## config.mk

```make
export PLATFORM = sky130hd
export DESIGN_NAME = sawlc_ctrl
export DESIGN_NICKNAME = d
export VERILOG_FILES = /design/src/design/sawlc_pkg.sv /design/src/design/sawlc_ctrl.sv
export SDC_FILE = /design/constraint.sdc
export NUM_CORES = 1
export LEC_CHECK = 0
export BUFFER_PORTS_ARGS = -buffer_cell sky130_fd_sc_hd__clkbuf_2
export CORE_AREA = 2 2 39 41
export DETAILED_ROUTE_END_ITERATION = 10
export DIE_AREA = 0 0 41 43
export PLACE_DENSITY = 0.38
export SYNTH_ARGS = -nofsm -noshare
export SYNTH_HDL_FRONTEND = slang
export SYNTH_SLANG_ARGS = --single-unit
```

## constraint.sdc

```tcl
create_clock -name clk -period 1.5 [get_ports clk]
set_input_delay 0.3 -clock clk [delete_from_list [all_inputs] [get_ports clk]]
set_output_delay 0.3 -clock clk [all_outputs]
set_load 0.1 [all_outputs]
```

## src/design/sawlc_pkg.sv

```systemverilog
// Shared types and codes for the set-associative write-back cache.
`default_nettype none
package sawlc_pkg;

	localparam int BYTE_W  = 8;
	localparam int LINE_W  = 64;
	localparam int LADDR_W = 29;
	localparam int KIND_W  = 3;
	localparam int MODE_W  = 2;

	localparam logic [MODE_W-1:0] MODE_READ  = 2'd0;
	localparam logic [MODE_W-1:0] MODE_WRITE = 2'd1;
	localparam logic [MODE_W-1:0] MODE_FILL  = 2'd2;

	localparam logic [KIND_W-1:0] KIND_READ      = 3'd0;
	localparam logic [KIND_W-1:0] KIND_WRITE     = 3'd1;
	localparam logic [KIND_W-1:0] KIND_WRITEBACK = 3'd2;
	localparam logic [KIND_W-1:0] KIND_REFILL    = 3'd3;
	localparam logic [KIND_W-1:0] KIND_REFUSED   = 3'd4;

	localparam logic [1:0] ST_INVALID = 2'd0;
	localparam logic [1:0] ST_CLEAN   = 2'd1;
	localparam logic [1:0] ST_DIRTY   = 2'd2;

	typedef struct packed {
		logic clear_wr;   // write a zero metadata row during the reset sweep
		logic capture;    // take the input word, start the row read
		logic lookup;     // row data valid: evaluate, update, load results
		logic sel_first;  // present the writeback slot
	} sawlc_cmd_t;

	typedef struct packed {
		logic clear_last;
		logic two_results;
	} sawlc_stat_t;

endpackage
`default_nettype wire

```

## src/design/sawlc_ctrl.sv

```systemverilog
// Sequencer: reset sweep, accept, lookup, result emission.
`default_nettype none
module sawlc_ctrl import sawlc_pkg::*; (
	input  wire logic        clk,
	input  wire logic        arst_n,
	input  wire logic        in_valid,
	output logic             in_ready,
	output logic             out_valid,
	input  wire logic        out_ready,
	input  wire sawlc_stat_t stat,
	output sawlc_cmd_t       cmd
);
	typedef enum logic [2:0] {
		S_CLEAR,
		S_IDLE,
		S_LOOK,
		S_EMIT0,
		S_EMIT1
	} state_t;

	state_t state_q;

	always_ff @(posedge clk or negedge arst_n) begin
		if (!arst_n) begin
			state_q <= S_CLEAR;
		end else begin
			unique case (state_q)
				S_CLEAR: if (stat.clear_last) state_q <= S_IDLE;
				S_IDLE:  if (in_valid) state_q <= S_LOOK;
				S_LOOK:  state_q <= stat.two_results ? S_EMIT0 : S_EMIT1;
				S_EMIT0: if (out_ready) state_q <= S_EMIT1;
				S_EMIT1: if (out_ready) state_q <= S_IDLE;
				default: state_q <= S_CLEAR;
			endcase
		end
	end

	assign in_ready      = (state_q == S_IDLE);
	assign out_valid     = (state_q == S_EMIT0) || (state_q == S_EMIT1);
	assign cmd.clear_wr  = (state_q == S_CLEAR);
	assign cmd.capture   = (state_q == S_IDLE) && in_valid;
	assign cmd.lookup    = (state_q == S_LOOK);
	assign cmd.sel_first = (state_q == S_EMIT0);
endmodule
`default_nettype wire

```

==> results.json, run 1 <==
{
  "root_buffer": "clkbuf_4",
  "start_kind": "flop",
  "ys_seq_area_share_pct": 26.9,
  "cts_sinks": 3,
  "wl_per_cell_um": 11.3,
  "hold_path_class": "in2reg",
  "drtIter0Drc": 7,
  "rsz0062_at_grt": "yes",
  "reg_top3": "state_q x3",
  "finalInstanceArea_um2": 603,
  "dp_slack_ns": 0.0749,
  "worst_pin_slew_ns": 0.296,
  "yosysUniqueCellTypes": 20,
  "clk-insertion-delay-late_ns": 0.22,
  "drv_cap": 0,
  "die_h_um": 43,
  "r2r-start": "state_q[0]",
  "syn_inst": 30,
  "instances_no_fill": 69,
  "dp_hpwl_um": 595,
  "syn_avg_cell_area_um2": 9.30,
  "cts_tree": "yes",
  "crit_type": "reg2out",
  "numCtsBuffers": 3,
  "setup_slack_ns": -0.0331,
  "max_freq_mhz": 652,
  "final_antenna_net_count": 0,
  "min_from": "out_ready",
  "clk_path_buf_depth": 2,
  "hold_violations": 0,
  "cp.arrival_ns": 1.23,
  "grt.total_usage_pct": 12.0,
  "htree_levels": 1,
  "outcome": "finished with violations",
  "ys_warn_count": 0,
  "timing.final.max_slew_violations": 0,
  "violations": "negative setup slack",
  "cp-end-kind": "output pin",
  "rows": 14,
  "antenna_found_initial": 0,
  "vias": 313,
  "syn_area_um2": 279,
  "initial_utilization_pct": 20.2,
  "io_buffer_count": 11,
  "setup_viol": 4,
  "synth_nets": 36,
  "place_area_um2": 503,
  "finalClockSkew_ns": 0.00177,
  "grt_pass1_wl_um": 1450,
  "die_x_um": 41,
  "placed_cells": 58,
  "fin_nets": 60,
  "clk_pin_slew_worst_paths_ns": 0.04,
  "drt_pre_antenna_iters": 4,
  "drc_errors": 0,
  "fin_tns_setup_ns": -0.0587,
  "relSlewSlack_pct": 80.0,
  "period_needed_ns": 1.53,
  "yosys_register_bits": 3,
  "fp.dieArea_mm2": 0.00176,
  "grt_max_degree": 9,
  "startpoint": "state_q[1]",
  "grt_pass1_vias": 356,
  "synth_area_leader_cell": "dfrtp_1",
  "areaGrowthSynthToFinish_pct": 116,
  "largest_reg_flops": 3,
  "io_pins": 12,
  "coreArea_mm2": 0.00138,
  "place.gp.congestion": 0.716,
  "synth_top_area_share_pct": 26.9,
  "wirelength_um": 783,
  "synth_area_leaders": "dfrtp_1 27%, buf_4 8.1%, o41ai_2 5.8%",
  "antennaDiodeCount": 0,
  "finalCritPeriodShare_pct": 102,
  "grt-ovfl-total": 0,
  "via_per_inst": 4.54,
  "cp_data_required_time_ns": 1.20,
  "worstPathMaxFanout": 7,
  "regMostFlops": "state_q",
  "drive_gt1_share_pct": 75.5
}
[path summary, 6_finish.rpt]
path                               to  slack, ns  cells after the start
hold reg to reg            state_q[0]       0.65                      2
hold / removal             state_q[1]       0.40                      3
min in group asynchronous  state_q[2]       0.41                      2
setup reg to reg           state_q[0]       0.05                      4
max in group asynchronous  state_q[0]       0.97                      2
setup / recovery               cmd[2]      -0.03                      4
[worst max-delay path, cell delays in order, from the launching register on]
cell	delay, ns
dfrtp_2	0.45
nand2b_4	0.17
nor2_4	0.08
and2_4	0.15
buf_12	0.16
[cell usage in the layout, fill, tap and decap left out, types with 2 or more instances in the layout]
| cell type | count |
|---|---|
| buf_4 | 8 |
| buf_12 | 6 |
| clkbuf_2 | 5 |
| nor2_4 | 3 |
| clkbuf_4 | 3 |
| dfrtp_2 | 3 |
| nand2_1 | 2 |
| o31ai_1 | 2 |
| buf_6 | 2 |
[cell families (layout without fill, tap and decap cells)]
kind of cell / count (synthesis) / count (layout) / synth area share [%]
AOI/OAI and AO/OA: 9 / 9 / 29.6
buffers and inverters: 3 / 26 / 8.07
DFF: 3 / 3 / 26.9
muxes: 2 / 2 / 9.42
and+or+nand+nor: 13 / 13 / 26.0
[metrics by stage]
stage	util [%]	hold slack, ns
final	43.6	0.403
after detailed placement	36.3	0.0964
after floorplan	-	0.00441
after global routing	43.6	0.417
after global placement	36.3	0.0935
after CTS	42.5	0.398
[cells in the mapped netlist]
| master | n |
|---|---|
| nor2_1 | 4 |
| buf_4 | 3 |
| dfrtp_1 | 3 |
| nand2_1 | 2 |
| nand2b_1 | 2 |
| o31ai_1 | 2 |
| a211oi_2 | 1 |
| a21o_1 | 1 |
| and2_1 | 1 |
| mux2_2 | 1 |
| mux2_4 | 1 |
| nor2b_1 | 1 |
| nor3_1 | 1 |
| o21a_1 | 1 |
| o21ai_0 | 1 |
| o21ba_1 | 1 |
| o32ai_1 | 1 |
| o41ai_2 | 1 |
| or3_1 | 1 |
| or4b_4 | 1 |
[metal layers]
layer,part of all wire (%),track usage [%],up-vias
li1,-,-,157
met1,41,15.5,142
met2,54,19.4,14
met3,5.4,3.14,0
met4,0,2.00,0
met5,0,0,-
[final cells by class]
cell class | count | area (um2)
repair buffers | 22 | 238
flip-flops and latches | 3 | 78.8
multi-input cells | 24 | 240
clock buffers | 4 | 26.3
well taps | 16 | 20.0
fillers | 135 | 781
[what timing repair did]
item,in CTS,in global routing
buffers inserted,5,1
hold buffers,1,0
endpoints found under the hold margin,3,0
pin swaps,3,2
setup endpoints to repair,6,7
resized for setup,5,1
Power of run 1 is left out: the tool's default activity adds up to more than one toggle a clock period on the data nets, which glitch-free logic cannot reach.
==> inputs of run 2 (changes only) <==
==> constraint.sdc (replaced) <==
create_clock -name clk -period 1.5 [get_ports clk]
set_input_delay 0.225 -clock clk [delete_from_list [all_inputs] [get_ports clk]]
set_output_delay 0.225 -clock clk [all_outputs]
set_load 0.1 [all_outputs]
==> run 2 against run 1 <==
The flow now finishes without violations; final cell count increased by 1.4%; utilization rose by 1.2 points; via count increased by 9.3%; setup slack improved by 0.053 ns; global-route usage rose by 1.1 points; critical path type unchanged; largest cell class is now non-clock buffers.
==> results.json, run 2 (synthesis gave the netlist of run 1 again) <==
{
  "drtIter0Drc": 2,
  "die_h_um": 43,
  "reg2reg_to": "state_q[0]",
  "reg2regPathDepth": 4,
  "hold_violations": 0,
  "drv_cap": 0,
  "grt.total_usage_pct": 13.1,
  "finalCritPeriodShare_pct": 98.7,
  "initial_utilization_pct": 20.2,
  "outcome": "finished, final reports clean",
  "wirelength_um": 907,
  "cp_data_required_time_ns": 1.27,
  "fin_nets": 61,
  "clk_pin_slew_worst_paths_ns": 0.03,
  "dp_slack_ns": 0.0714,
  "place.gp.congestion": 0.778,
  "grt-ovfl-total": 0,
  "multiInputGateArea_um2": 240,
  "finalClockSkew_ns": 0.00106,
  "grt_pass1_wl_um": 1480,
  "grt_pass1_vias": 362,
  "relSlewSlack_pct": 81.0,
  "hold_path_class": "in2async",
  "clk_path_buf_depth": 2,
  "numCtsBuffers": 3,
  "drc_errors": 0,
  "io_pins": 12,
  "max_freq_mhz": 676,
  "place_area_um2": 495,
  "antennaDiodeCount": 0,
  "clk-insertion-delay-late_ns": 0.23,
  "via_per_inst": 4.89,
  "htree_levels": 1,
  "setup_viol": 0,
  "setup_slack_ns": 0.0199,
  "areaGrowthSynthToFinish_pct": 122,
  "grt_max_degree": 8,
  "drive_gt1_share_pct": 75.9,
  "drt_pre_antenna_iters": 4,
  "final_antenna_net_count": 0,
  "timing.final.max_slew_violations": 0,
  "rsz0062_at_grt": "yes",
  "finalInstanceArea_um2": 619,
  "largest_reg_flops": 3,
  "root_buffer": "clkbuf_4",
  "period_needed_ns": 1.48,
  "layout.cells.most_common_list": "9 x buf_4, 7 x buf_12, 5 x clkbuf_2",
  "antenna_found_initial": 0,
  "regMostFlops": "state_q",
  "vias": 342,
  "r2r-start": "state_q[0]",
  "cts_sinks": 3,
  "cp.arrival_ns": 1.26,
  "dp_hpwl_um": 614,
  "reg_top3": "state_q x3",
  "ff_latch_area_um2": 78.8,
  "io_buffer_count": 11,
  "cts_tree": "yes",
  "crit_type": "reg2out",
  "cp-end-kind": "output pin",
  "rows": 14,
  "num-fill-cells": 135,
  "die_x_um": 41,
  "start_kind": "flop",
  "wl_per_cell_um": 13.0,
  "fp.dieArea_mm2": 0.00176,
  "r2r_setup_slack_ns": 0.04,
  "coreArea_mm2": 0.00138,
  "worst_pin_slew_ns": 0.282,
  "fin_tns_setup_ns": 0,
  "final_common_cell": "buf_4",
  "worstPathMaxFanout": 5
}
## run 2: through the flow
step | util (%) | instances | hold slack (ns)
after floorplan | - | 30 | -0.0706
final | 44.8 | 70 | 0.332
after global routing | 44.8 | 70 | 0.336
after global placement | 35.8 | 57 | 0.0181
after detailed placement | 35.8 | 57 | 0.0284
after CTS | 42.9 | 68 | 0.314
## run 2: repair_timing
item                                   4_1_cts  5_1_grt
setup endpoints to repair                    4        4
gates resized for setup                      3        2
endpoints found under the hold margin        3        0
hold buffers                                 1        0
pin swaps                                    1        1
setup buffers                                6        2
## run 2: layout make-up
type | count | share of cell area [%]
clock buffers | 4 | 4.24
repair buffers | 23 | 41.0
multi-input cells | 24 | 38.8
flip-flops and latches | 3 | 12.7
well taps | 16 | 3.23
## run 2: worst max path at each step
stage / from / end / slack, ns
after floorplan: state_q[1] / cmd[2] / -0.37
after global placement: state_q[0] / state_q[1] / 0.08
after detailed placement: state_q[0] / state_q[1] / 0.07
after CTS: state_q[1] / out_valid / 0.007
after global routing: state_q[1] / out_valid / -0.02
final: state_q[1] / out_valid / 0.02
## run 2: worst max-delay path, cell delays in order, from the launching register on
cell and delay [ns]:
dfrtp_2 0.43, buf_4 0.17, nor2_1 0.12, a21o_4 0.14, buf_12 0.16
## run 2: per-layer routing
metal | routed length (um) | up-vias | global-route usage, %
li1 | - | 159 | -
met1 | 328 | 160 | 14.7
met2 | 493 | 23 | 20.6
met3 | 85 | 0 | 2.09
met4 | 0 | 0 | 10.0
met5 | 0 | - | 0
Power of run 2 is left out for the same reason.
==> inputs of run 3 (changes only) <==
--- a/config.mk
+++ b/config.mk
@@ -5,7 +5,8 @@
 export SDC_FILE = /design/constraint.sdc
 export NUM_CORES = 1
 export LEC_CHECK = 0
-export BUFFER_PORTS_ARGS = -buffer_cell sky130_fd_sc_hd__clkbuf_2
+export BUFFER_PORTS_ARGS = -buffer_cell sky130_fd_sc_hd__buf_4
+export CAP_MARGIN = 25
 export CORE_AREA = 2 2 39 41
 export DETAILED_ROUTE_END_ITERATION = 10
 export DIE_AREA = 0 0 41 43
==> run 3 against run 2 <==
Clock skew grew 0.0051 ns; cell area shrank 7.9%; first-iteration DRC count grew 100%; utilization shrank 3.5 points; critical endpoint is now cmd[3]; critical path depth shrank 1; sequential cell count is the same; non-clock buffer count shrank 2; largest cell class is now multi-input combinational cells; fmax shrank 0.52%.
==> results.json, run 3 (synthesis gave the netlist of run 1 again) <==
{
  "layout.cells.most_common_list": "13 x buf_4, 4 x buf_6",
  "htree_levels": 1,
  "via_per_inst": 4.82,
  "cp-end-kind": "output pin",
  "final_antenna_net_count": 0,
  "rsz0062_at_grt": "yes",
  "numCtsBuffers": 3,
  "coreArea_mm2": 0.00138,
  "antennaDiodeCount": 0,
  "cp.arrival_ns": 1.26,
  "period_needed_ns": 1.49,
  "crit_type": "reg2out",
  "placed_cells": 57,
  "rows": 14,
  "grt_pass1_wl_um": 1310,
  "hold_path_depth": 3,
  "place.gp.congestion": 0.765,
  "timing.final.max_slew_violations": 0,
  "regMostFlops": "state_q",
  "clk_path_buf_depth": 2,
  "drv_cap": 0,
  "finalCritPeriodShare_pct": 99.2,
  "cts_tree": "yes",
  "grt-ovfl-total": 0,
  "hold_violations": 0,
  "clk_pin_slew_worst_paths_ns": 0.04,
  "dp_hpwl_um": 564,
  "finalClockSkew_ns": 0.00615,
  "reg2regPathDepth": 5,
  "drive_gt1_share_pct": 73.1,
  "initial_utilization_pct": 20.2,
  "grt_max_degree": 9,
  "io_buffer_count": 11,
  "antenna_found_initial": 0,
  "cts_sinks": 3,
  "cp_data_required_time_ns": 1.27,
  "areaGrowthSynthToFinish_pct": 104,
  "final_common_cell": "buf_4",
  "clk-insertion-delay-late_ns": 0.24,
  "drt_pre_antenna_iters": 4,
  "root_buffer": "clkbuf_4",
  "worstPathMaxFanout": 6,
  "hold_path_class": "in2reg",
  "drc_errors": 0,
  "largest_reg_flops": 3,
  "drtIter0Drc": 4,
  "instances_no_fill": 68,
  "reg_top3": "state_q x3",
  "grt_pass1_vias": 318,
  "max_freq_mhz": 672,
  "setup_viol": 0,
  "die_h_um": 43,
  "io_pins": 12,
  "wirelength_um": 867,
  "vias": 328,
  "fp.dieArea_mm2": 0.00176,
  "num-fill-cells": 143,
  "start_kind": "flop",
  "fin_nets": 59,
  "wl_per_cell_um": 12.8,
  "die_x_um": 41,
  "worst_pin_slew_ns": 0.281,
  "relSlewSlack_pct": 81.4,
  "outcome": "finished, final reports clean",
  "grt.total_usage_pct": 12.2
}
## run 3: critical path, stage by stage (launching register included)
cell     delay, ns
dfrtp_2       0.46
buf_6         0.15
nor3_4        0.21
buf_12        0.20
## run 3: final cells by class
class	count	area [um2]	share of cell area [%]
multi-input cells	24	233	40.8
repair buffers	21	213	37.3
well taps	16	20.0	3.51
flip-flops and latches	3	78.8	13.8
clock buffers	4	26.3	4.61
## run 3: final timing paths
| check | from | to | slack [ns] |
|---|---|---|---|
| setup / recovery | state_q[0] | cmd[3] | 0.01 |
| hold / removal | out_ready | state_q[1] | 0.27 |
| setup reg to reg | state_q[0] | state_q[0] | 0.09 |
| hold reg to reg | state_q[2] | state_q[1] | 0.64 |
| max in group asynchronous | arst_n | state_q[1] | 1.09 |
| min in group asynchronous | arst_n | state_q[0] | 0.30 |
## run 3: timing repair
item	in CTS	in global routing
gates resized for setup	12	4
setup endpoints to repair	6	5
pin swaps	3	2
hold buffers	1	0
setup buffers	3	3
hold endpoints to repair	3	0
## run 3: layer usage
metal | wire, um | track usage, %
met1 | 338 | 13.6
met2 | 424 | 15.9
met3 | 49 | 2.09
met4 | 54 | 16.0
met5 | 0 | 0
## run 3: through the flow
step	util, %	TNS (ns)	instance area (um2)	setup WS, ns	hold WS [ns]
4_1_cts	38.4	-0.000165	532	-0.000165	0.263
3_5_place_dp	31.3	0	433	0.105	0.0144
5_1_grt	41.2	-0.0505	571	-0.0291	0.289
3_3_place_gp	31.3	0	433	0.114	0.0122
2_1_floorplan	-	-0.774	334	-0.367	-0.0706
6_report	41.2	0	571	0.0121	0.271
Power of run 3 is left out for the same reason.
